**config.mk**
```make
export PLATFORM = sky130hd
export DESIGN_NAME = bqdp_queue
export DESIGN_NICKNAME = d
export VERILOG_FILES = /design/src/design/bqdp_pkg.sv /design/src/design/bqdp_queue.sv
export SDC_FILE = /design/constraint.sdc
export NUM_CORES = 1
export LEC_CHECK = 0
export BUFFER_PORTS_ARGS = -buffer_cell sky130_fd_sc_hd__clkbuf_2
export CORE_MARGIN = 2
export CORE_UTILIZATION = 43
export CTS_CLUSTER_DIAMETER = 50
export DETAILED_ROUTE_END_ITERATION = 16
export PLACE_DENSITY = 0.75
export SETUP_SLACK_MARGIN = 0.4
export SLEW_MARGIN = 20
export SYNTH_ARGS = -nofsm -noshare
export SYNTH_HDL_FRONTEND = slang
export SYNTH_SLANG_ARGS = --single-unit
```
**constraint.sdc**
```tcl
create_clock -name clk_i -period 2.1 [get_ports clk_i]
set_clock_uncertainty 0.05 [all_clocks]
set_input_delay 0.105 -clock clk_i [delete_from_list [all_inputs] [get_ports clk_i]]
set_output_delay 0.105 -clock clk_i [all_outputs]
set_load 0.01 [all_outputs]
```
**src/design/bqdp_pkg.sv**
```systemverilog
// Shared constants, types and weight code helpers for the block quantized dot product.
package bqdp_pkg;

  localparam int LANES     = 4;
  localparam int BYTE_W    = 8;
  localparam int CODE_W    = 8;
  localparam int SCALE_W   = 16;
  localparam int BIAS_W    = 32;
  localparam int ACC_W     = 56;
  localparam int LCNT_W    = 3;
  localparam int CFG_IDX_W = 2;
  localparam int CFG_DAT_W = 2;

  // Configuration register indexes.
  localparam logic [CFG_IDX_W-1:0] REG_WEIGHT_BITS = 2'd0;
  localparam logic [CFG_IDX_W-1:0] REG_BIAS_ENABLE = 2'd1;

  // Weight code width selector values; the unused code behaves as 8-bit codes.
  localparam logic [1:0] WB_2BIT = 2'd0;
  localparam logic [1:0] WB_4BIT = 2'd1;
  localparam logic [1:0] WB_8BIT = 2'd2;

  // One classified item handed from the front to the accumulator.
  typedef struct packed {
    logic signed [ACC_W-1:0]  add;
    logic signed [BIAS_W-1:0] bias;
    logic                     first;
    logic                     last;
  } bqdp_op_t;

  // Codes held in one weight byte.
  function automatic logic [LCNT_W-1:0] codes_per_byte(logic [1:0] wb);
    logic [LCNT_W-1:0] n;
    case (wb)
      WB_2BIT: n = 3'd4;
      WB_4BIT: n = 3'd2;
      default: n = 3'd1;
    endcase
    return n;
  endfunction

  // Signed code of one lane after removing the zero point. Subtracting
  // 2^(bits-1) from an unsigned code is the same as flipping its top bit.
  function automatic logic signed [CODE_W-1:0] lane_code(logic [BYTE_W-1:0] b,
                                                         logic [1:0] wb,
                                                         logic [1:0] lane);
    logic [1:0]               c2;
    logic [3:0]               c4;
    logic signed [CODE_W-1:0] r;
    c2 = 2'(b >> {lane, 1'b0});
    c4 = 4'(b >> {lane[0], 2'b00});
    case (wb)
      WB_2BIT: r = {{7{~c2[1]}}, c2[0]};
      WB_4BIT: r = {{5{~c4[3]}}, c4[2:0]};
      default: r = {~b[7], b[6:0]};
    endcase
    return r;
  endfunction

endpackage

```
**src/design/bqdp_queue.sv**
```systemverilog
// Short queue of classified items between the front end and the accumulator.
module bqdp_queue #(
  parameter int DEPTH = 4
) (
  input  logic               clk_i,
  input  logic               rst_ni,
  input  bqdp_pkg::bqdp_op_t push_i,
  input  logic               push_valid_i,
  output logic               push_ready_o,
  output bqdp_pkg::bqdp_op_t pop_o,
  output logic               pop_valid_o,
  input  logic               pop_ready_i
);
  import bqdp_pkg::*;

  localparam int PTR_W = (DEPTH > 1) ? $clog2(DEPTH) : 1;
  localparam int CNT_W = $clog2(DEPTH + 1);

  bqdp_op_t         entry_q [DEPTH];
  logic [PTR_W-1:0] wr_ptr_q, rd_ptr_q;
  logic [CNT_W-1:0] cnt_q;
  logic             push, pop;

  assign push_ready_o = (cnt_q != CNT_W'(DEPTH));
  assign pop_valid_o  = (cnt_q != '0);
  assign push         = push_valid_i && push_ready_o;
  assign pop          = pop_valid_o && pop_ready_i;
  assign pop_o        = entry_q[rd_ptr_q];

  always_ff @(posedge clk_i or negedge rst_ni) begin
    if (!rst_ni) begin
      wr_ptr_q <= '0;
      rd_ptr_q <= '0;
      cnt_q    <= '0;
    end else begin
      if (push) begin
        wr_ptr_q <= (wr_ptr_q == PTR_W'(DEPTH - 1)) ? '0 : wr_ptr_q + 1'b1;
      end
      if (pop) begin
        rd_ptr_q <= (rd_ptr_q == PTR_W'(DEPTH - 1)) ? '0 : rd_ptr_q + 1'b1;
      end
      if (push && !pop) begin
        cnt_q <= cnt_q + 1'b1;
      end else if (pop && !push) begin
        cnt_q <= cnt_q - 1'b1;
      end
    end
  end

  always_ff @(posedge clk_i) begin
    if (push) begin
      entry_q[wr_ptr_q] <= push_i;
    end
  end

  a_count_up: assert property (@(posedge clk_i) disable iff (!rst_ni)
    (push && !pop) |=> (cnt_q == $past(cnt_q) + 1'b1))
    else $error("queue count did not grow on a push");

  a_count_down: assert property (@(posedge clk_i) disable iff (!rst_ni)
    (pop && !push) |=> (cnt_q == $past(cnt_q) - 1'b1))
    else $error("queue count did not shrink on a pop");

  a_pointers_track: assert property (@(posedge clk_i) disable iff (!rst_ni)
    (cnt_q == '0) |-> (wr_ptr_q == rd_ptr_q))
    else $error("empty queue with pointers apart");

endmodule

```
After elaboration in Yosys (flattened, before gate mapping). Memories as Yosys holds them, arrays and structs flattened. Cells that the tools add are included.

Muxes and demuxes: 6. Reduce and logical (&&, ||, !) cells: 8. Add/subtract/negate cells: 4. Equality and inequality tests: 3.

Operator list (count): $mux 3 (2); $add 2x1->2 const B (2); $eq 2x2->1 const B (2); $logic_and 1x1->1 (4); $mux 2 (2); $add 3x1->3 const B (1); $ne 3x3->1 const B (1); $reduce_bool 3->1 (1); $sub 3x1->3 const B (1); $logic_not 1->1 (2); $mux 1 (2); $reduce_bool 2->1 (1).

Output and inout bits: 92. Logic and storage cells: 25. Register bits: 7. RAM bits: 360. Memories kept: 1. Input port bits: 94.

Memory list: entry_q (depth 4, bits a word 90, rd ports 1, clocked after Yosys merged registers in 0, write ports 1, line bqdp_queue.sv:19) `bqdp_op_t entry_q [DEPTH];`.

Logic depth before layout (Yosys ltp). Gate-level depths: netlist of run 1.

Word-level depth: 6. Mapped depth: 8. Gate-level depth less buffers: 8.

Least setup slack after synthesis of run 1. OpenSTA, ideal clock, no wires.

Path type: reg2reg. Start: register cnt_q[2]. End: memory entry_q[0][0] in the netlist's numbering, enable pin. Stages on the path, launching flop included: 3. Arrival time: 1833 ps. Path slack: -191 ps. Setup time: 408 ps. Path buffers: 0. Data required time: 1642 ps. Period minus slack after synthesis: 2291 ps. Cells stage by stage: dfrtp_1 > or3b_4 > and3_2.

Word-level cells in the longest chain between the ends: 4.

RTL lines: from (decl) (line bqdp_queue.sv:21) `logic [CNT_W-1:0] cnt_q;`; from (signal assigned) (line bqdp_queue.sv:43) `cnt_q <= cnt_q + 1'b1;`; from (signal assigned) (line bqdp_queue.sv:45) `cnt_q <= cnt_q - 1'b1;`; $ne 3x3->1 (line bqdp_queue.sv:24) `assign push_ready_o = (cnt_q != CNT_W'(DEPTH));`; net push_ready_o (line bqdp_queue.sv:9) `output logic push_ready_o,`; $logic_and 1x1->1 (line bqdp_queue.sv:26) `assign push = push_valid_i && push_ready_o;`; $mux 1 (line bqdp_queue.sv:51) `if (push) begin`; $mux 1 (not written as such) (line bqdp_queue.sv:52) `entry_q[wr_ptr_q] <= push_i;`; to (decl) (line bqdp_queue.sv:19).

The timed path passes the listed nets, and every way through them passes these cells.

==> run summary, run 1 <==
status - finished, violations left
failing checks - negative setup slack
grt ovf - 0
Setup crit end kind - output port
P&R area growth vs syn - 42.0%
WS Path Type - reg -> out
post-synth top area share - 0.807
Starting Density - 0.437
vias - 6912
Total GRT Usage - 0.186
cell area after synthesis - 13400 um^2
routability cong. - 0.707
Gate power share - 0.370
fin. max-slew vios - 0
Req. time, crit path - 1.95 ns
Commonest cells post-synth - edfxtp_1, mux4_2, buf_4, dfrtp_1, ha_1
die area - 32600 um^2
# port buffers - 185
fmax - 454 MHz
CTS tree - built
IO Pins - 186
Worst-path clk slew - 0.06 ns
largest net degree at the start of global routing - 34
sw frac - 0.284
register area share after synthesis - 0.820
NetSw - 7.57 mW
dpl cells - 1090
Leak - 6.79 nW
htree depth - 2
Max FO, Critical Path - 6
TritonCTS Sinks - 367
Placeable Area - 30700 um^2
Reg power frac - 0.379
internal power - 19.1 mW
Vias/cell - 5.19
post-synthesis cell count - 506
Post-Synth Adder-Cell Area - 0.00710
Post-synth EDFFs - 360
Die Y - 180 um
XOR/XNOR Fraction of Synth Area - 0.00196
most common cell in the synthesized netlist - edfxtp_1
Worst-Skew Late Latency - 0.51 ns
clock root buffer - clkbuf_16
Post-DP Area - 15100 um^2
wire per inst - 23.4 um
CP Launch Type - flip-flop
final setup violation count - 68
largest family of logic cells by synthesized area - multiplexers
Worst Max-Slew Pin Slew - 0.375 ns
layout cells sized above 1 - 0.481
Nets - 1009
final WL - 31200 um
vias in the first global route - 7324
RSZ-0062 raised after global routing - yes
antenna violation net count after detailed routing - 0
normalized max-slew margin - 0.749
Peak VDD IR - 1.00 mV
buffer levels on the longest clock path - 3
Worst Hold Class - in -> reg
min cycle time layout - 2.20 ns
Syn Nets - 607
Final Hold Fails - 0
ys async rst share - 0.0191
Num CTS Buffers - 40
final period utilization - 1.05
final instance area - 19000 um^2
Worst EP arrival - 2.05 ns
DRC viols - 0
power per standard cell area - 1400 nW/um^2
first-pass GRT wire length - 45400 um
Row Count - 64
DP HPWL - 15200 um
worst hold slack - 0.205 ns
Max-Cap Viols - 0
Setup WS post-layout - -0.103 ns
Final Instance Count excl. Fillers - 1331
syn avg cell area - 26.5 um^2
chip width - 180 um
Synth Flop Type - edfxtp_1
1st-pass router iterations - 4
Starting DRT DRC Count - 527
top cells by area, synth - edfxtp_1, mux4_2, dfrtp_1, ha_1, buf_4
Syn. warnings - 0
Synth Area in Compound Gates - 0
mux share of post-synthesis cell area - 0.156
post-synthesis simple-gate area fraction - 0.00542
post-synthesis register bit count - 367
initial antenna violation count - 1
Netlist cell types - 20
dpl ws - 0.0738 ns
Synth area leader - edfxtp_1
Clock power frac - 0.251
-- flip-flops by register name, summed over array words and instances, names as in the netlist --
name	cells
rd_ptr_q	2
wr_ptr_q	2
entry_q	360
cnt_q	3
-- kinds of logic (layout without fill, tap and decap cells) --
family	Yosys count	in the layout
xor gates and xnor gates	3	3
adders and majority gates	7	7
buffers and inverters	23	449
DFF	367	367
muxes	95	95
other	0	1
and+or+nand+nor	11	13
-- layout by cell type, fill, tap and decap left out, types with 5 or more instances in the layout --
cell | netlist | layout
edfxtp_1 | 360 | 360
clkbuf_2 | 0 | 178
dlygate4sd3_1 | 0 | 93
mux4_2 | 90 | 90
clkbuf_16 | 0 | 51
buf_16 | 0 | 33
buf_12 | 0 | 24
buf_6 | 0 | 22
buf_4 | 8 | 10
clkbuf_1 | 2 | 8
clkinv_1 | 0 | 7
buf_8 | 0 | 7
and3_4 | 0 | 6
clkinv_2 | 0 | 6
mux2_4 | 2 | 5
dfrtp_1 | 7 | 5
-- final timing paths --
| check | startpoint | depth (start not counted) | slack, ns | to |
|---|---|---|---|---|
| worst max-delay path | rd_ptr_q[0]$_DFFE_PN0P_ | 4 | -0.10 | pop_o[42] |
| worst min-delay path | push_valid_i | 4 | 0.20 | cnt_q[0]$_DFFE_PN0P_ |
| worst max register to register | cnt_q[1]$_DFFE_PN0P_ | 6 | 0.04 | cnt_q[1]$_DFFE_PN0P_ |
| worst min register to register | cnt_q[2]$_DFFE_PN0P_ | 1 | 0.47 | cnt_q[2]$_DFFE_PN0P_ |
| max in group asynchronous | rst_ni | 3 | 1.16 | rd_ptr_q[1]$_DFFE_PN0P_ |
| min in group asynchronous | rst_ni | 3 | 0.53 | cnt_q[0]$_DFFE_PN0P_ |
-- critical path, stage by stage (launching register included) --
cell and delay, ns:
dfrtp_4 0.53, buf_12 0.17, buf_16 0.13, mux4_2 0.54
buf_6 0.16
-- power groups by stage --
stage	Sequential (mW)	Clock (mW)	Combinational, mW
after floorplan	10.0	0	4.39
after global routing	10.2	7.15	10.4
after global placement	10.2	0	7.01
after CTS	10.1	6.84	9.42
after detailed placement	10.3	0	7.07
final	10.1	6.69	9.87
-- what timing repair did --
action | 4_1_cts | 5_1_grt
cloned | 30 | 12
hold buffers | 93 | 0
pin swaps | 10 | 4
setup buffers | 33 | 4
endpoints found under the hold margin | 368 | 0
setup endpoints to repair | 397 | 456
resized for setup | 68 | 31
-- routing by layer --
layer  global-route usage  up-vias  part of all wire
met5                    0        -                 0
met4               0.0429        0             0.016
met3               0.0340       39             0.059
met2                0.324      253              0.52
met1                0.246     3589              0.40
li1                     -     3031                 -
-- final cells by class --
cell class              count  area (um^2)
repair buffers            378         3890
flip-flops and latches    367        11000
multi-input cells         118         2370
clock inverters            19          195
inverters                   3         11.3
clock buffers              49         1060
well taps                 396          495
diodes                      1         2.50
fillers                  2057        11600
-- per-stage QoR --
step                      utilization  TNS, ns  power (mW)
final                           0.620    -1.92        26.7
after global routing            0.620    -7.96        27.8
after CTS                       0.607    -4.35        26.4
after detailed placement        0.493        0        17.3
after global placement          0.493        0        17.2
after floorplan                     -        0        14.4
(Power assumes the default switching activity.)
==> run 2, diff against run 1 <==
- ABC_AREA: unset -> 1
- PLACE_DENSITY: 0.75 -> 0.74
==> run summary, run 2 <==
buffer levels on the longest clock path - 3 (unchanged)
Worst Hold Depth - 2 (-2)
most common cell in the synthesized netlist - edfxtp_1
ys async rst share - 0.0191 (unchanged)
dpl cells - 1719 (+58%)
RSZ-0062 raised after global routing - yes
Final Instance Count excl. Fillers - 1953 (+47%)
wire per inst - 19.2 um (-18%)
WP buf/inv - 3 (unchanged)
Total GRT Usage - 0.191 (+0.00408)
Reg power frac - 0.342 (-0.037)
Vias/cell - 5.01 (-3.6%)
final WL - 37400 um (+20%)
min-delay src - push_i[50]
Worst Hold Class - in -> reg
vias in the first global route - 9675 (+32%)
NetSw - 10.3 mW (+36%)
register-to-register path setup slack - 0.37 ns (+0.33 ns)
delay-heaviest family, CP - flip-flops
sw frac - 0.350 (+0.0660)
# port buffers - 185 (unchanged)
htree depth - 2 (unchanged)
Peak VDD IR - 0.985 mV (-1.7%)
Placeable Area - 34600 um^2 (+13%)
R2R Path End - cnt_q[1]$_DFFE_PN0P_
Die Y - 192 um (+6.2%)
post-synthesis cell count - 1108 (+120%)
final period utilization - 0.970 (-0.0786)
grt ovf - 0 (unchanged)
die area - 36700 um^2 (+13%)
Post-synth EDFFs - 360 (unchanged)
Hold EP - entry_q[2][50]$_DFFE_PP_
fmax - 491 MHz (+8.1%)
Synth area leader - edfxtp_1
Worst-path clk slew - 0.06 ns (about the same)
CTS tree - built
most common cell after layout, fill and taps aside - edfxtp_1
Final Hold Fails - 0 (unchanged)
CP Launch Type - flip-flop
post-synthesis register bit count - 367 (unchanged)
final setup violation count - 0 (-100%)
P&R area growth vs syn - 34.7%
Req. time, crit path - 1.95 ns (about the same)
Syn. warnings - 0 (unchanged)
first-pass GRT wire length - 52800 um (+16%)
normalized max-slew margin - 0.767 (+0.0184)
Num CTS Buffers - 42 (+5.0%)
slowest stage cell, crit path - dfrtp_4
reg2reg path depth - 9 (+3)
max incr delay on CP - 0.53 ns (about the same)
Max-Cap Viols - 0 (unchanged)
clock root buffer - clkbuf_16
worst flop-to-flop path startpoint - cnt_q[1]$_DFFE_PN0P_
power per standard cell area - 1440 nW/um^2 (+2.7%)
Starting DRT DRC Count - 508 (-3.6%)
vias - 9775 (+41%)
Max FO, Critical Path - 9 (+3)
layout cells sized above 1 - 0.304 (-0.177)
Syn Nets - 1209 (+99%)
Worst EP arrival - 1.88 ns (-0.17 ns)
syn avg cell area - 13.7 um^2 (-48%)
Row Count - 68 (+6.3%)
antenna violation net count after detailed routing - 0 (unchanged)
Nets - 1570 (+56%)
IO Pins - 186 (unchanged)
Netlist cell types - 17 (-15%)
Worst-Skew Late Latency - 0.53 ns (+0.02 ns)
Synth Flop Type - edfxtp_1
TritonCTS Sinks - 367 (unchanged)
Largest regs - entry_q x360, cnt_q x3
CP Cell Sequence - buf_12, buf_16, o211ai_1, nand2_1, clkbuf_2
Setup WS post-layout - 0.0620 ns (+0.165 ns)
top cells by area, synth - edfxtp_1, o211ai_2, nand2_1, inv_1, o211ai_1
fin. max-slew vios - 0 (unchanged)
dpl ws - 0.215 ns (+0.141 ns)
status - finished clean
Starting Density - 0.437 (+0.000554)
DRC viols - 0 (unchanged)
WS Path Type - reg -> out
min cycle time layout - 2.04 ns (-0.165 ns)
Sequential Area - 11000 um^2 (about the same)
Gate power share - 0.421 (+0.051)
multi-input logic area - 3140 um^2 (+32%)
number of flip-flops in the largest register - 360 (unchanged)
1st-pass router iterations - 4 (unchanged)
routability cong. - 0.745 (+5.3%)
Clock power frac - 0.237 (-0.014)
largest net degree at the start of global routing - 51 (+50%)
fillers - 2594 (+26%)
most frequent cells in the layout - edfxtp_1, nand2_1, inv_1
cell area after synthesis - 15100 um^2 (+13%)
Commonest cells post-synth - edfxtp_1, nand2_1, inv_1, o211ai_1, o211ai_2
Top reg by flops - entry_q
DP HPWL - 17600 um (+16%)
post-synth top area share - 0.714 (-0.0932)
register area share after synthesis - 0.726 (-0.0947)
Worst Max-Slew Pin Slew - 0.348 ns (-0.0275 ns)
Setup crit end kind - output port
Leak - 8.31 nW (+22%)
chip width - 192 um (+6.2%)
initial antenna violation count - 2 (+1)
internal power - 19.1 mW (about the same)
run 2: cell types whose count changed after synthesis, moves of 4 or more:
cell      delta
buf_2       +33
o211ai_2    +88
nand2_1    +284
inv_1      +187
o211ai_1    +92
buf_6       +12
and3_2       -4
buf_1        -5
mux4_2      -90
nand3_1      +7
inv_2        +4
run 2: worst reg2reg max path: cells and delay by family (launching register included):
family | cells | cell delay, ns
adders and majority gates | 2 | 0.59
AOI/OAI and AO/OA | 1 | 0.06
DFF | 1 | 0.40
buffers and inverters | 3 | 0.22
and+or+nand+nor | 3 | 0.28
run 2: worst max path at each step:
stage / slack, ns / end / cells past startpoint / start
after floorplan: -0.38 / entry_q[0][0]$_DFFE_PP_ / 4 / cnt_q[0]$_DFFE_PN0P_
after global placement: 0.27 / cnt_q[2]$_DFFE_PN0P_ / 10 / cnt_q[0]$_DFFE_PN0P_
after detailed placement: 0.22 / cnt_q[2]$_DFFE_PN0P_ / 10 / cnt_q[0]$_DFFE_PN0P_
after CTS: 0.05 / pop_o[75] / 5 / rd_ptr_q[0]$_DFFE_PN0P_
after global routing: -0.002 / pop_o[35] / 5 / rd_ptr_q[0]$_DFFE_PN0P_
final: 0.06 / pop_o[40] / 5 / rd_ptr_q[0]$_DFFE_PN0P_
run 2: per-stage QoR:
step / utilization / total power, mW / area, um^2 / setup TNS (ns) / hold WS, ns
3_5_place_dp: 0.485 / 19.6 / 16800 / 0 / -0.0943
2_1_floorplan: - / 16.1 / 15200 / -133.76 / -0.241
6_report: 0.589 / 29.4 / 20400 / 0 / 0.283
4_1_cts: 0.570 / 28.6 / 19700 / 0 / 0.252
3_3_place_gp: 0.485 / 19.3 / 16800 / 0 / -0.0988
5_1_grt: 0.589 / 30.9 / 20400 / -0.00185 / 0.277
run 2: what timing repair did:
action,in CTS,in global routing
buffers inserted,11,24
pin swaps,21,31
endpoints found under the setup margin,112,226
cloned,16,16
hold endpoints to repair,371,0
resized for setup,30,33
hold buffers,94,0
run 2: kinds of logic after synthesis:
| logic type | after synthesis | share of synthesized area |
|---|---|---|
| AND/OR/NAND/NOR | 299 | 0.0749 |
| XOR/XNOR | 1 | 0.000579 |
| flip-flops | 367 | 0.726 |
| adder cells (fa/ha/maj) | 7 | 0.00628 |
| AO/OA/AOI/OAI | 181 | 0.119 |
| buffers and inverters | 253 | 0.0740 |
run 2: power by group through the flow:
stage	registers (mW)	clock network, mW	logic (mW)
after global placement	10.2	0	9.18
final	10.1	6.96	12.4
after floorplan	10.1	0	6.02
after CTS	10.1	7.12	11.4
after detailed placement	10.2	0	9.36
after global routing	10.2	7.37	13.3
run 2: cell type report:
class / instances / area share
clock inverter: 23 / 0.0115
antenna: 2 / 0.000245
timing repair buffer: 376 / 0.177
inverter: 194 / 0.0367
multi-input combinational: 488 / 0.154
tap: 455 / 0.0279
clock buffer: 48 / 0.0537
sequential: 367 / 0.539
run 2: metal layers:
metal / GRT usage / up-vias / part of all wire
met5: 0 / - / 0
met4: 0.0683 / 0 / 0.029
met3: 0.0382 / 74 / 0.057
met2: 0.329 / 294 / 0.49
met1: 0.239 / 4785 / 0.42
li1: - / 4622 / -
