File: src/design/bqdp_pkg.sv
// Shared constants, types and weight code helpers for the block quantized dot product.
package bqdp_pkg;

  localparam int LANES     = 4;
  localparam int BYTE_W    = 8;
  localparam int CODE_W    = 8;
  localparam int SCALE_W   = 16;
  localparam int BIAS_W    = 32;
  localparam int ACC_W     = 56;
  localparam int LCNT_W    = 3;
  localparam int CFG_IDX_W = 2;
  localparam int CFG_DAT_W = 2;

  // Configuration register indexes.
  localparam logic [CFG_IDX_W-1:0] REG_WEIGHT_BITS = 2'd0;
  localparam logic [CFG_IDX_W-1:0] REG_BIAS_ENABLE = 2'd1;

  // Weight code width selector values; the unused code behaves as 8-bit codes.
  localparam logic [1:0] WB_2BIT = 2'd0;
  localparam logic [1:0] WB_4BIT = 2'd1;
  localparam logic [1:0] WB_8BIT = 2'd2;

  // One classified item handed from the front to the accumulator.
  typedef struct packed {
    logic signed [ACC_W-1:0]  add;
    logic signed [BIAS_W-1:0] bias;
    logic                     first;
    logic                     last;
  } bqdp_op_t;

  // Codes held in one weight byte.
  function automatic logic [LCNT_W-1:0] codes_per_byte(logic [1:0] wb);
    logic [LCNT_W-1:0] n;
    case (wb)
      WB_2BIT: n = 3'd4;
      WB_4BIT: n = 3'd2;
      default: n = 3'd1;
    endcase
    return n;
  endfunction

  // Signed code of one lane after removing the zero point. Subtracting
  // 2^(bits-1) from an unsigned code is the same as flipping its top bit.
  function automatic logic signed [CODE_W-1:0] lane_code(logic [BYTE_W-1:0] b,
                                                         logic [1:0] wb,
                                                         logic [1:0] lane);
    logic [1:0]               c2;
    logic [3:0]               c4;
    logic signed [CODE_W-1:0] r;
    c2 = 2'(b >> {lane, 1'b0});
    c4 = 4'(b >> {lane[0], 2'b00});
    case (wb)
      WB_2BIT: r = {{7{~c2[1]}}, c2[0]};
      WB_4BIT: r = {{5{~c4[3]}}, c4[2:0]};
      default: r = {~b[7], b[6:0]};
    endcase
    return r;
  endfunction

endpackage

File: src/design/bqdp_if.sv


interface bqdp_out_if;
  import bqdp_pkg::*;

  logic                    valid;
  logic                    ready;
  logic signed [ACC_W-1:0] dot_sum;

  modport source (output valid, dot_sum, input ready);
  modport sink (input valid, dot_sum, output ready);
endinterface


File: src/design/bqdp_back.sv
// Back end: saturating accumulator and the result output register.
module bqdp_back (
  input  logic               clk_i,
  input  logic               rst_ni,
  input  bqdp_pkg::bqdp_op_t op_i,
  input  logic               op_valid_i,
  output logic               op_ready_o,
  bqdp_out_if.source         out_o
);
  import bqdp_pkg::*;

  localparam logic signed [ACC_W-1:0] ACC_MAX = {1'b0, {(ACC_W-1){1'b1}}};
  localparam logic signed [ACC_W-1:0] ACC_MIN = {1'b1, {(ACC_W-1){1'b0}}};

  logic signed [ACC_W-1:0] acc_q;
  logic signed [ACC_W-1:0] base;
  logic signed [ACC_W:0]   wide;
  logic signed [ACC_W-1:0] sat;
  logic signed [ACC_W-1:0] dot_q;
  logic                    out_valid_q;
  logic                    take;

  // Items that emit nothing keep flowing while a result waits.
  assign op_ready_o = !op_i.last || !out_valid_q || out_o.ready;
  assign take       = op_valid_i && op_ready_o;

  always_comb begin
    base = op_i.first ? {{(ACC_W-BIAS_W){op_i.bias[BIAS_W-1]}}, op_i.bias} : acc_q;
    wide = {base[ACC_W-1], base} + {op_i.add[ACC_W-1], op_i.add};
    if (wide[ACC_W] != wide[ACC_W-1]) begin
      sat = wide[ACC_W] ? ACC_MIN : ACC_MAX;
    end else begin
      sat = wide[ACC_W-1:0];
    end
  end

  always_ff @(posedge clk_i or negedge rst_ni) begin
    if (!rst_ni) begin
      acc_q       <= '0;
      out_valid_q <= 1'b0;
    end else begin
      if (take) begin
        acc_q <= sat;
      end
      if (take && op_i.last) begin
        out_valid_q <= 1'b1;
      end else if (out_o.ready) begin
        out_valid_q <= 1'b0;
      end
    end
  end

  always_ff @(posedge clk_i) begin
    if (take && op_i.last) begin
      dot_q <= sat;
    end
  end

  assign out_o.valid   = out_valid_q;
  assign out_o.dot_sum = dot_q;

  a_emit_on_last: assert property (@(posedge clk_i) disable iff (!rst_ni)
    (take && op_i.last) |=> (out_valid_q && (dot_q == acc_q)))
    else $error("last item did not present its sum");

  a_result_kept: assert property (@(posedge clk_i) disable iff (!rst_ni)
    (out_valid_q && !out_o.ready) |=> out_valid_q)
    else $error("waiting result dropped");

  a_acc_held: assert property (@(posedge clk_i) disable iff (!rst_ni)
    !take |=> $stable(acc_q))
    else $error("accumulator moved without an item");

endmodule

File: src/flat_wrapper.sv
// flat-port wrapper written by rule: the top's interface ports become plain ports
module bqdp_back_flat import bqdp_pkg::*;
  (clk_i, rst_ni, op_i, op_valid_i, op_ready_o, out_o_valid, out_o_dot_sum, out_o_ready);
  bqdp_out_if out_o_i ();
  input  logic clk_i;
  input  logic rst_ni;
  input  bqdp_pkg::bqdp_op_t op_i;
  input  logic op_valid_i;
  output logic op_ready_o;
  output wire logic [$bits(out_o_i.valid)-1:0] out_o_valid;
  output wire logic [$bits(out_o_i.dot_sum)-1:0] out_o_dot_sum;
  input wire logic [$bits(out_o_i.ready)-1:0] out_o_ready;
  assign out_o_valid = out_o_i.valid;
  assign out_o_dot_sum = out_o_i.dot_sum;
  assign out_o_i.ready = out_o_ready;
  bqdp_back u_core (.clk_i(clk_i), .rst_ni(rst_ni), .op_i(op_i), .op_valid_i(op_valid_i), .op_ready_o(op_ready_o), .out_o(out_o_i));
endmodule
File: config.mk
export PLATFORM = sky130hd
export DESIGN_NAME = bqdp_back_flat
export DESIGN_NICKNAME = d
export VERILOG_FILES = /design/src/design/bqdp_pkg.sv /design/src/design/bqdp_if.sv /design/src/design/bqdp_back.sv /design/src/flat_wrapper.sv
export SDC_FILE = /design/constraint.sdc
export NUM_CORES = 1
export LEC_CHECK = 0
export BUFFER_PORTS_ARGS = -buffer_cell sky130_fd_sc_hd__clkbuf_2
export CORE_MARGIN = 2
export CORE_UTILIZATION = 55
export DETAILED_ROUTE_END_ITERATION = 16
export PLACE_DENSITY = 0.79
export SKIP_LAST_GASP = 1
export SLEW_MARGIN = 15
export SYNTH_ARGS = -nofsm -noshare
export SYNTH_HDL_FRONTEND = slang
export SYNTH_SLANG_ARGS = --single-unit
File: constraint.sdc
create_clock -name clk_i -period 4.3 [get_ports clk_i]
set_input_delay 0.43 -clock clk_i [delete_from_list [all_inputs] [get_ports clk_i]]
set_output_delay 0.43 -clock clk_i [all_outputs]
set_load 0.03 [all_outputs]
# ---- After elaboration in Yosys (flattened, before gate mapping)
# Index checks and enable logic that the tools add are counted.
dict set report word_totals {
  input_bits 94
  ff_bits 113
  output_inout_bits 58
}
dict set report op_classes {
  addsub 1
  mux 5
  reduce_logical 7
  n_eq_ne 1
}
# op count
set op_table {}
lappend op_table {{2-to-1 mux 56 bit} 3}
lappend op_table {{adder 56 x 56 -> 57 bit} 1}
lappend op_table {{logical AND 1 bit} 2}
lappend op_table {{zero test 1 bit} 2}
lappend op_table {{logical OR 1 bit} 2}
lappend op_table {{2-to-1 mux 1 bit} 2}
lappend op_table {{nonzero test 2 bit} 1}
lappend op_table {{!= test 1 bit} 1}

# ---- Logic depth before layout (Yosys ltp)
# Gate-level depths: netlist (run 1).
dict set report depth {
  word_depth 6
  depth_mapped 18
  depth_no_buf 14
}

# ---- Worst setup path after synthesis (run 1)
# Ideal clock, no wire load.
dict set report synth_timing {
  path_kind {input-to-reg}
  from {in op_i[1] (netlist bit)}
  to {reg u_core.dot_q[39] (netlist: u_core.out_o.dot_sum[39]) (data pin)}
  setup_ns 0.262
  slack_ns 0.281
  required_time_ns 4.038
  path_buffers 5
  cell_stages 16
  arrival_time_ns 3.757
  cell_sequence {clkbuf_1 -> clkbuf_1 -> mux2_2 -> ha_1 -> buf_2 -> a21o_1 -> a31oi_1 -> o221a_2 -> o211ai_1 -> a31oi_2 -> nor4_4 -> o211a_1 -> buf_2 -> nor2_2 -> buf_2 -> nand2_1}
}
dict set report synth_via {
  elab_chain_len 4
  word_cells_on_any_way 5
  cone_classes {1 x add/sub; 1 x eq/ne; 3 x mux}
}
# item line
set synth_lines {}
lappend synth_lines {{from (decl)} flat_wrapper.sv:7} ;# input bqdp_pkg::bqdp_op_t op_i;
lappend synth_lines {{2-to-1 mux 56 bit *} bqdp_back.sv:28} ;# base = op_i.first ? {{(ACC_W-BIAS_W){op_i.bias[BIAS_W-1]}}, op_i.bias} : acc_q;
lappend synth_lines {{adder 56 x 56 -> 57 bit *} bqdp_back.sv:29} ;# wide = {base[ACC_W-1], base} + {op_i.add[ACC_W-1], op_i.add};
lappend synth_lines {{2-to-1 mux 56 bit / != test 1 bit (equally long branches)} {bqdp_back.sv:31, bqdp_back.sv:30}}
lappend synth_lines {{2-to-1 mux 56 bit *} bqdp_back.sv:30} ;# if (wide[ACC_W] != wide[ACC_W-1]) begin
lappend synth_lines {{net u_core.sat[39]} bqdp_back.sv:18} ;# logic signed [ACC_W-1:0] sat;
lappend synth_lines {{to (signal assigned)} bqdp_back.sv:55} ;# dot_q <= sat;
lappend synth_lines {{to (decl)} bqdp_back.sv:19} ;# logic signed [ACC_W-1:0] dot_q;
# The timed path passes the listed nets; every way through them passes the cells marked *.
# A chain may end at the register's enable or synchronous reset.

# ---- Final worst setup path (run 1)
dict set report layout_timing {
  from {in op_i[1] (netlist bit)}
  to {reg u_core.dot_q[35] (netlist: u_core.out_o.dot_sum[35]) (data pin)}
}
# The elaborated chain is that of the path after synthesis.

==> results of run 1 <==
-- flip-flops by register name (all words and copies together), names as in the netlist --
name                  flops
u_core.acc_q             56
u_core.out_o.dot_sum     56
u_core.out_o.valid        1
-- power breakdown --
part	switching [W]	leakage, nW	internal (W)
Combinational	0.00225	3.25	0.00152
Sequential	0.000160	1.18	0.00166
Clock	0.000506	0.300	0.000993
Total	0.00292	4.74	0.00418
-- metrics by stage --
stage                     hold slack (ps)  utilization
after floorplan                       134            -
after global placement                458        0.645
final                                 182        0.686
after global routing                  260        0.686
after CTS                             206        0.686
after detailed placement              467        0.645
-- logic make-up after synthesis --
kind of cell,share of synthesized area
and+or+nand+nor,0.158
xor gates and xnor gates,0.0504
AOI/OAI and AO/OA,0.207
DFF,0.365
adders and majority gates,0.100
buffers and inverters,0.0525
muxes,0.0662
-- layer usage --
| layer | vias up | GRT usage | part of all wire |
|---|---|---|---|
| met4 | 0 | 0.114 | 0.026 |
| met2 | 275 | 0.545 | 0.51 |
| met3 | 56 | 0.0582 | 0.050 |
| met5 | - | 0 | 0 |
| li1 | 3750 | - | - |
| met1 | 3708 | 0.383 | 0.41 |
-- cell type report --
cell class              instances  area [um2]
multi-input cells             723        4950
fillers                      1229        4760
flip-flops and latches        113        3110
repair buffers                210        1290
clock buffers                  21         460
well taps                     188         235
inverters                      49         184
clock inverters                11         161
-- layout by cell type (no fill, tap or decap), types with 17 or more instances in the layout --
master	n
a21oi_1	96
buf_4	52
clkbuf_16	17
clkbuf_2	151
dfrtp_1	57
edfxtp_1	56
ha_1	56
inv_1	49
mux2_2	32
nand2_1	111
nand4_1	24
nor2_1	53
nor2b_1	20
nor3_1	21
o21ai_0	71
xnor2_1	33
-- critical path, delay by kind of cell --
family,cells,cell delay [ps]
AOI/OAI and AO/OA,6,1620
buffers and inverters,5,810
and+or+nand+nor,3,530
muxes,1,370
adders and majority gates,1,310
-- how the worst max path moves through the flow --
stage,depth (start not counted),endpoint,slack [ps]
2_1_floorplan,16,u_core.out_o.dot_sum[39],280
3_3_place_gp,16,u_core.out_o.dot_sum[35],170
3_5_place_dp,16,u_core.out_o.dot_sum[35],20
4_1_cts,16,u_core.out_o.dot_sum[35],430
5_1_grt,16,u_core.out_o.dot_sum[35],210
6_report,16,u_core.out_o.dot_sum[35],390
==> results.md, run 1 <==
* Mapped Cells at 941
* Skew final at 9.07 ps
* Layout area overhead at 22.1%
* Total gr overflow at 0
* Seq cells post-synth at 113
* Layout cells sized above 1 at 0.284
* Horiz. Die Dim at 128 um
* Count leader, synth: nand2_1
* CTS tree: done
* Gr usage total at 0.311
* Die Height at 128 um
* Ys async rst share at 0.504
* DR vias at 7789
* CP Launch Point: op_i[1]
* Top cell type by total area after synthesis: edfxtp_1
* Synth unique cells at 73
* Worst slew pin tran at 936 ps
* RSZ-0062 raised after global routing: false
* First-pass GRT wire length at 39600 um
* Max clock buf depth at 2
* Arrival @ worst endpoint at 4080 ps
* Crit. End Element: register
* Io pins at 152
* CP Cell Sequence: clkbuf_2 -> buf_12 -> mux2i_1 -> inv_1 -> ha_1 -> a211oi_1 -> o21ai_2 -> o2111ai_2 -> a21oi_2 -> a31oi_2 -> nor4_4 -> buf_4 -> o211a_1 -> buf_4 -> nor3_1 -> nor2b_1
* Worst skew pair latency at 430 ps
* DRC errors left at 0
* Post-CTS sizing at 0
* Critical Path RT at 4470 ps
* Type of the worst min-delay path: input pin to asynchronous set/reset pin
* Syn_nets at 1092
* Starting Density at 0.562
* Placed insts at 1283
* Clk sinks at 113
* Final setup viols at 0
* Clock transition at the registers of the reported paths at 60 ps
* Seq/Total Area, Yosys at 0.365
* Cell row count at 45
* DRT iter0 DRCs at 630
* Worst r2r src: u_core.acc_q[1]
* Setup TNS at 0 ps
* PD cells at 683 nW/um2
* R2R Setup Slk at 450 ps
* EDFF count, synth at 56
* Initial antenna violation count at 0
* Root Buffer: clkbuf_16
* DP Area at 9770 um2
* CP max FO at 19
* Fin. Hold Viols at 0
* Drt first pass iters at 6
* Most used cell, CP: buf_4
* Postcts setup bufs at 0
* Max incr delay on CP at 400 ps
* Largest net degree at the start of global routing at 58
* Final worst slack at 386 ps
* Final Slew Violations at 0
* Synth Flop Type: dfrtp_1
* Run status: finished clean
* Net count, final at 1265
* VDD IR-drop max at 0.352 mV
* Wire length per cell at 19.1 um
* Drt via density at 5.92
* DP HPWL at 19200 um
* Core Area at 15100 um2
* WL final at 25100 um
* Die area at 16500 um2
* Post-route ant nets at 0
* Mean Syn Cell Area at 9.04 um2
* Critical path type: input pin to register
* Antenna Cells at 0
* Ys Warns at 0
* Number of max-cap violations at 0
* Worst flop-to-flop path endpoint: u_core.out_o.dot_sum[35]
* Mapped cell area at 8510 um2
* Vias in the first global route at 7726
* Design area at 10400 um2
* Num CTS Buffers at 17
* Path depth of the worst reg2reg path at 14
* Worst setup SP type: input pin
* Slowest CP cell: a211oi_1
* IO Port Bufs at 151
* Non-filler cells, final at 1315
* H-tree lvl count at 4
* Max Freq at 255 MHz
* Top cell type's share of synthesized area at 0.198
* Worst slack at placement at 15.5 ps
* Hold-fix buffers, CTS at 0
* Tcrit/Tclk final at 0.910
* Fin crit period at 3910 ps
* Worst slew margin at 0.376
* Gp weighted congestion at 0.999
* Synth cell count leaders: 111 x nand2_1, 96 x a21oi_1, 71 x o21ai_0
* Leakage Power at 4.74 nW
* Total Power at 0.00710 W
* Synth area leaders: edfxtp_1 20%, dfrtp_1 17%, ha_1 8.2%
No activity file was read; power rests on OpenSTA's default activity.
==> run 2, diff against run 1 <==
--- a/config.mk
+++ b/config.mk
@@ -6,10 +6,10 @@
 export NUM_CORES = 1
 export LEC_CHECK = 0
 export BUFFER_PORTS_ARGS = -buffer_cell sky130_fd_sc_hd__clkbuf_2
-export CORE_MARGIN = 2
 export CORE_UTILIZATION = 55
 export DETAILED_ROUTE_END_ITERATION = 16
-export PLACE_DENSITY = 0.79
+export PLACE_DENSITY = 0.9
+export REMOVE_ABC_BUFFERS = 1
 export SKIP_LAST_GASP = 1
 export SLEW_MARGIN = 15
 export SYNTH_ARGS = -nofsm -noshare
==> run 2 against run 1 <==
Die area is 3.1% lower; design area is 1.0% higher; sequential power hardly changed; first-iteration DRC count is 30% higher; flip-flop and latch count stayed put; routed wire length is 5.3% higher; cell count is 1.1% higher; core utilization is 0.70 points higher; hold slack worse by 9.8 ps; combinational power is 3% higher; critical path type unchanged.
==> results.md, run 2 (synthesis gave the netlist of run 1 again) <==
* Final setup viols at 0 (unchanged)
* Post-CTS sizing at 0 (unchanged)
* Final worst slack at 324 ps (was 386 ps)
* Worst slew pin tran at 1030 ps (was 936 ps)
* Number of max-cap violations at 0 (unchanged)
* Met1 Track Usage GR at 0.427 (was 0.383)
* DRC errors left at 0 (unchanged)
* Critical path type: input pin to register (unchanged)
* Layout cells sized above 1 at 0.295 (was 0.284)
* DRT iter0 DRCs at 817 (was 630)
* Gr usage total at 0.340 (was 0.311)
* Gp weighted congestion at 1.02 (was 0.999)
* Wire length per cell at 19.9 um (was 19.1 um)
* DP HPWL at 19700 um (was 19200 um)
* GRT met3 Usage at 0.0662 (was 0.0582)
* Worst slack at placement at -52.9 ps (was 15.5 ps)
* Skew final at 9.93 ps (was 9.07 ps)
* DR vias at 8223 (was 7789)
* Arrival @ worst endpoint at 4290 ps (was 4080 ps)
* RSZ-0062 raised after global routing: false (unchanged)
* Io pins at 152 (unchanged)
* Slowest CP cell: nor3_4 (was a211oi_1)
* Crit. End Element: register (unchanged)
* H-tree lvl count at 4 (unchanged)
* IO Port Bufs at 151 (unchanged)
* Tcrit/Tclk final at 0.925 (was 0.910)
* Die area at 16000 um2 (was 16500 um2)
* Max clock buf depth at 2 (unchanged)
* Register area at 3110 um2 (unchanged)
* Clk sinks at 113 (unchanged)
* Drt first pass iters at 8 (was 6)
* Most frequent cells in the layout: 151 x clkbuf_2, 111 x nand2_1, 96 x a21oi_1 (unchanged)
* CP max FO at 16 (was 19)
* Vias in the first global route at 8103 (was 7726)
* Run status: finished clean (unchanged)
* Die Height at 126 um (was 128 um)
* Commonest non-fill, non-tap cell in the layout: clkbuf_2 (unchanged)
* Fin. Hold Viols at 0 (unchanged)
* Core Area at 15100 um2 (unchanged)
* Total gr overflow at 0 (unchanged)
* Worst slew margin at 0.314 (was 0.376)
* Layout area overhead at 23.4% (was 22.1%)
* Horiz. Die Dim at 126 um (was 128 um)
* Initial antenna violation count at 0 (unchanged)
* Post-route ant nets at 0 (unchanged)
* Leakage Power at 4.80 nW (was 4.74 nW)
* Root Buffer: clkbuf_16 (unchanged)
* Max Freq at 252 MHz (was 255 MHz)
* Antenna Cells at 0 (unchanged)
* Setup TNS at 0 ps (unchanged)
* Fill cell count at 1148 (was 1229)
* Final Slew Violations at 0 (unchanged)
* Fin crit period at 3980 ps (was 3910 ps)
* Area of the multi-input gates at 4950 um2 (unchanged)
* Worst skew pair latency at 430 ps (about the same)
* VDD IR-drop max at 0.375 mV (was 0.352 mV)
* First-pass GRT wire length at 41500 um (was 39600 um)
* Worst setup SP type: input pin (unchanged)
* CTS tree: done (unchanged)
* Postcts setup bufs at 0 (unchanged)
* Num CTS Buffers at 17 (unchanged)
* Starting Density at 0.562 (unchanged)
* Hold-fix buffers, CTS at 0 (unchanged)
* Max incr delay on CP at 700 ps (was 400 ps)
* Largest net degree at the start of global routing at 39 (was 58)
* Cell row count at 45 (unchanged)
* Clock transition at the registers of the reported paths at 60 ps (about the same)
* WL final at 26400 um (was 25100 um)
* Type of the worst min-delay path: input pin to asynchronous set/reset pin (unchanged)
* PD cells at 693 nW/um2 (was 683 nW/um2)
* Net count, final at 1280 (was 1265)
* Most Used Layer, Global Route: met2 (unchanged)
* CP Cell Sequence: clkbuf_2 -> buf_4 -> buf_4 -> mux2_2 -> ha_1 -> o211ai_1 -> o21ai_2 -> o2111ai_2 -> a21oi_2 -> a31oi_2 -> nor4_4 -> nor4_4 -> nor3_4 -> buf_12 -> a21oi_1 (was clkbuf_2 -> buf_12 -> mux2i_1 -> inv_1 -> ha_1 -> a211oi_1 -> o21ai_2 -> o2111ai_2 -> a21oi_2 -> a31oi_2 -> nor4_4 -> buf_4 -> o211a_1 -> buf_4 -> nor3_1 -> nor2b_1)
* Met2 Resource Use GR at 0.564 (was 0.545)
* Drt via density at 6.18 (was 5.92)
* Critical Path RT at 4610 ps (was 4470 ps)
run 2: cell count changes in the layout (fill, tap and decap cells not counted), sizes merged:
cell / change
clkbuf: -4
buf: +15
inv: +1
clkinvlp: +2
bufinv: +1
run 2: path summary, 6_finish.rpt:
path / cells after the start / slack [ps] / endpoint / startpoint
min reg2reg: 2 / 480 / u_core.acc_q[20] / u_core.acc_q[20]
max: 15 / 320 / u_core.acc_q[21] / op_i[1]
min: 1 / 170 / u_core.acc_q[10] / rst_ni
max reg2reg: 16 / 560 / u_core.out_o.dot_sum[47] / u_core.acc_q[0]
min in group clk_i: 3 / 280 / u_core.out_o.valid / out_o_ready
max in group asynchronous: 2 / 3170 / u_core.acc_q[50] / rst_ni
run 2: stage by stage:
| step | util | std cells | cell area (um2) | total power, W | hold WS, ps |
|---|---|---|---|---|---|
| after floorplan | - | 885 | 8240 | 0.00440 | 134 |
| after global placement | 0.651 | 1298 | 9850 | 0.00549 | 461 |
| after detailed placement | 0.651 | 1298 | 9850 | 0.00560 | 471 |
| after CTS | 0.693 | 1330 | 10500 | 0.00720 | 196 |
| after global routing | 0.693 | 1330 | 10500 | 0.00767 | 242 |
| final | 0.693 | 1330 | 10500 | 0.00727 | 172 |
run 2: area by class of cell:
class                   count  area share
repair buffers            225       0.131
clock buffers              17      0.0405
inverters                  49      0.0175
clock inverters            15      0.0205
well taps                 188      0.0224
multi-input cells         723       0.472
flip-flops and latches    113       0.296
run 2: per-layer routing:
layer	up-vias	routed length (um)
met1	3911	10900
met2	447	12400
met5	-	0
met4	0	982
li1	3786	-
met3	79	2190
run 2: critical path: cells and delay by family:
family,cells,cell delay [ps]
AO/OA/AOI/OAI,6,1030
multiplexers,1,340
adder cells (fa/ha/maj),1,360
AND/OR/NAND/NOR,3,1230
buffers and inverters,4,870
run 2: power breakdown:
group / internal (W) / total, W / switching, W / leakage [nW]
Clock: 0.00102 / 0.00156 / 0.000543 / 0.302
Sequential: 0.00166 / 0.00183 / 0.000171 / 1.18
Combinational: 0.00156 / 0.00388 / 0.00232 / 3.31
==> run 3, diff against run 2 <==
--- a/config.mk
+++ b/config.mk
@@ -8,7 +8,7 @@
 export BUFFER_PORTS_ARGS = -buffer_cell sky130_fd_sc_hd__clkbuf_2
 export CORE_UTILIZATION = 55
 export DETAILED_ROUTE_END_ITERATION = 16
-export PLACE_DENSITY = 0.9
+export PLACE_DENSITY = 0.79
 export REMOVE_ABC_BUFFERS = 1
 export SKIP_LAST_GASP = 1
 export SLEW_MARGIN = 15
==> run 3 against run 2 <==
Sequential share of layout area shrank 1.1 points; routed wire length hardly changed; clock power decreased by 7%; register-to-register slack lost 260 ps; non-clock buffer count increased by 60; clock skew is essentially flat; first-iteration DRC count decreased by 9.8%.
==> results.md, run 3 (synthesis gave the netlist of run 1 again) <==
* WL final at 26400 um (about the same)
* Layout cells sized above 1 at 0.332 (was 0.295)
* DR vias at 8221 (was 8223)
* IO Port Bufs at 151 (unchanged)
* Design area at 10900 um2 (was 10500 um2)
* Wl on met1 at 11500 um (was 10900 um)
* Skew final at 9.45 ps (was 9.93 ps)
* Fill cell count at 1221 (was 1148)
* Drt first pass iters at 5 (was 8)
* Antenna Cells at 0 (unchanged)
* Io pins at 152 (unchanged)
* RSZ-0062 raised after global routing: false (unchanged)
* Post-route ant nets at 0 (unchanged)
* Type of the worst min-delay path: input pin to asynchronous set/reset pin (unchanged)
* Area of the multi-input gates at 4950 um2 (unchanged)
* DRT iter0 DRCs at 737 (was 817)
* Tcrit/Tclk final at 0.954 (was 0.925)
* Critical path type: input pin to register (unchanged)
* Leakage Power at 5.06 nW (was 4.80 nW)
* Max Freq at 244 MHz (was 252 MHz)
* Drt via density at 5.91 (was 6.18)
* Vias in the first global route at 8135 (was 8103)
* Crit. End Element: register (unchanged)
* PD cells at 675 nW/um2 (was 693 nW/um2)
* Clk sinks at 113 (unchanged)
* Final worst slack at 199 ps (was 324 ps)
* Root Buffer: clkbuf_16 (unchanged)
* Die area at 16000 um2 (unchanged)
* Most used cell, CP: buf_4
* Num CTS Buffers at 17 (unchanged)
* Max clock buf depth at 2 (unchanged)
* Worst slew pin tran at 1140 ps (was 1030 ps)
* VDD IR-drop max at 0.353 mV (was 0.375 mV)
* Layout area overhead at 28.0% (was 23.4%)
* Slowest CP cell: nor4_4 (was nor3_4)
* Fin crit period at 4100 ps (was 3980 ps)
* Highest Signal Layer: met4 (unchanged)
* Number of max-cap violations at 0 (unchanged)
* DP Area at 10300 um2 (was 9850 um2)
* Most frequent cells in the layout: 150 x clkbuf_2, 130 x buf_4, 111 x nand2_1 (was 151 x clkbuf_2, 111 x nand2_1, 96 x a21oi_1)
* Worst slew margin at 0.232 (was 0.314)
* Net count, final at 1340 (was 1280)
* Run status: finished clean (unchanged)
* Critical Path RT at 4560 ps (was 4610 ps)
* Wire length on met3 at 1470 um (was 2190 um)
* Horiz. Die Dim at 126 um (unchanged)
* Initial antenna violation count at 0 (unchanged)
* CP Cell Sequence: clkbuf_2 -> buf_4 -> o21ai_0 -> ha_1 -> buf_4 -> nand3_1 -> nor3_1 -> nand2_1 -> o211ai_2 -> a2111oi_4 -> o22ai_2 -> nor4_4 -> nor2_2 -> buf_12 -> a21boi_0 (was clkbuf_2 -> buf_4 -> buf_4 -> mux2_2 -> ha_1 -> o211ai_1 -> o21ai_2 -> o2111ai_2 -> a21oi_2 -> a31oi_2 -> nor4_4 -> nor4_4 -> nor3_4 -> buf_12 -> a21oi_1)
* Die Height at 126 um (unchanged)
* CTS tree: done (unchanged)
* Cell row count at 45 (unchanged)
* Worst slack at placement at -172 ps (was -52.9 ps)
* Wire length per cell at 19.0 um (was 19.9 um)
* Worst setup SP type: input pin (unchanged)
* Starting Density at 0.562 (unchanged)
* Fin. Hold Viols at 0 (unchanged)
* CP max FO at 18 (was 16)
* Met2 Wirelength at 12500 um (was 12400 um)
* First-pass GRT wire length at 41900 um (was 41500 um)
* Post-CTS sizing at 0 (unchanged)
* Commonest non-fill, non-tap cell in the layout: clkbuf_2 (unchanged)
* H-tree lvl count at 4 (unchanged)
* Hold-fix buffers, CTS at 0 (unchanged)
* Postcts setup bufs at 0 (unchanged)
* DP HPWL at 20100 um (was 19700 um)
* Final Slew Violations at 0 (unchanged)
* Gp weighted congestion at 0.959 (was 1.02)
* Arrival @ worst endpoint at 4360 ps (was 4290 ps)
* DRC errors left at 0 (unchanged)
* Total gr overflow at 0 (unchanged)
* Final setup viols at 0 (unchanged)
* Worst skew pair latency at 430 ps (about the same)
* Core Area at 15100 um2 (unchanged)
* Max incr delay on CP at 960 ps (was 700 ps)
* Largest net degree at the start of global routing at 38 (was 39)
* Gr usage total at 0.340 (about the same)
* Register area at 3110 um2 (unchanged)
* Clock transition at the registers of the reported paths at 60 ps (about the same)
* Total Power at 0.00736 W (was 0.00727 W)
* Worst hold slack at 145 ps (was 172 ps)
==> run 3: cell count changes in the layout (fill, tap and decap cells not counted), sizes merged <==
cell / previous run / this run
buf: 74 / 135
bufinv: 5 / 2
clkbuf: 168 / 169
clkinv: 6 / 3
clkinvlp: 3 / 4
inv: 50 / 53
==> run 3: power breakdown <==
part / internal (W) / total, W / switching [W] / leakage [nW]
clock: 0.000878 / 0.00145 / 0.000576 / 0.279
sequential: 0.00166 / 0.00182 / 0.000160 / 1.18
combinational: 0.00173 / 0.00408 / 0.00235 / 3.60
total: 0.00427 / 0.00736 / 0.00308 / 5.06
==> run 3: path summary, 6_finish.rpt <==
path / startpoint / to / slack (ps) / depth (start not counted)
min reg2reg: u_core.acc_q[1] / u_core.acc_q[1] / 480 / 2
max reg2reg: u_core.acc_q[0] / u_core.out_o.dot_sum[51] / 300 / 15
min in group clk_i: out_o_ready / u_core.out_o.valid / 270 / 3
max: op_i[1] / u_core.out_o.dot_sum[51] / 200 / 15
min: rst_ni / u_core.out_o.valid / 140 / 1
max in group asynchronous: rst_ni / u_core.acc_q[26] / 3280 / 2
==> run 3: critical path, delay by kind of cell <==
| family | cells | cell delay (ps) |
|---|---|---|
| buffers and inverters | 4 | 860 |
| adder cells (fa/ha/maj) | 1 | 330 |
| AND/OR/NAND/NOR | 5 | 1430 |
| AO/OA/AOI/OAI | 5 | 1280 |
==> run 3: stage by stage <==
stage | utilization | instances | TNS (ps)
after floorplan | - | 885 | 0
after global placement | 0.680 | 1358 | -577
after detailed placement | 0.680 | 1358 | -2920
after CTS | 0.719 | 1390 | 0
after global routing | 0.719 | 1390 | 0
final | 0.719 | 1390 | 0
==> run 3: final cells by class <==
type,instances,share of cell area
Multi-Input combinational cell,723,0.455
Sequential cell,113,0.285
Timing Repair Buffer,285,0.166
Clock buffer,19,0.0407
Tap cell,188,0.0216
Inverter,49,0.0169
Clock inverter,13,0.0141
==> run 3: layer usage <==
metal	global-route usage	up-vias
li1	-	3907
met1	0.440	3910
met2	0.559	332
met3	0.0582	72
met4	0.155	0
met5	0	-
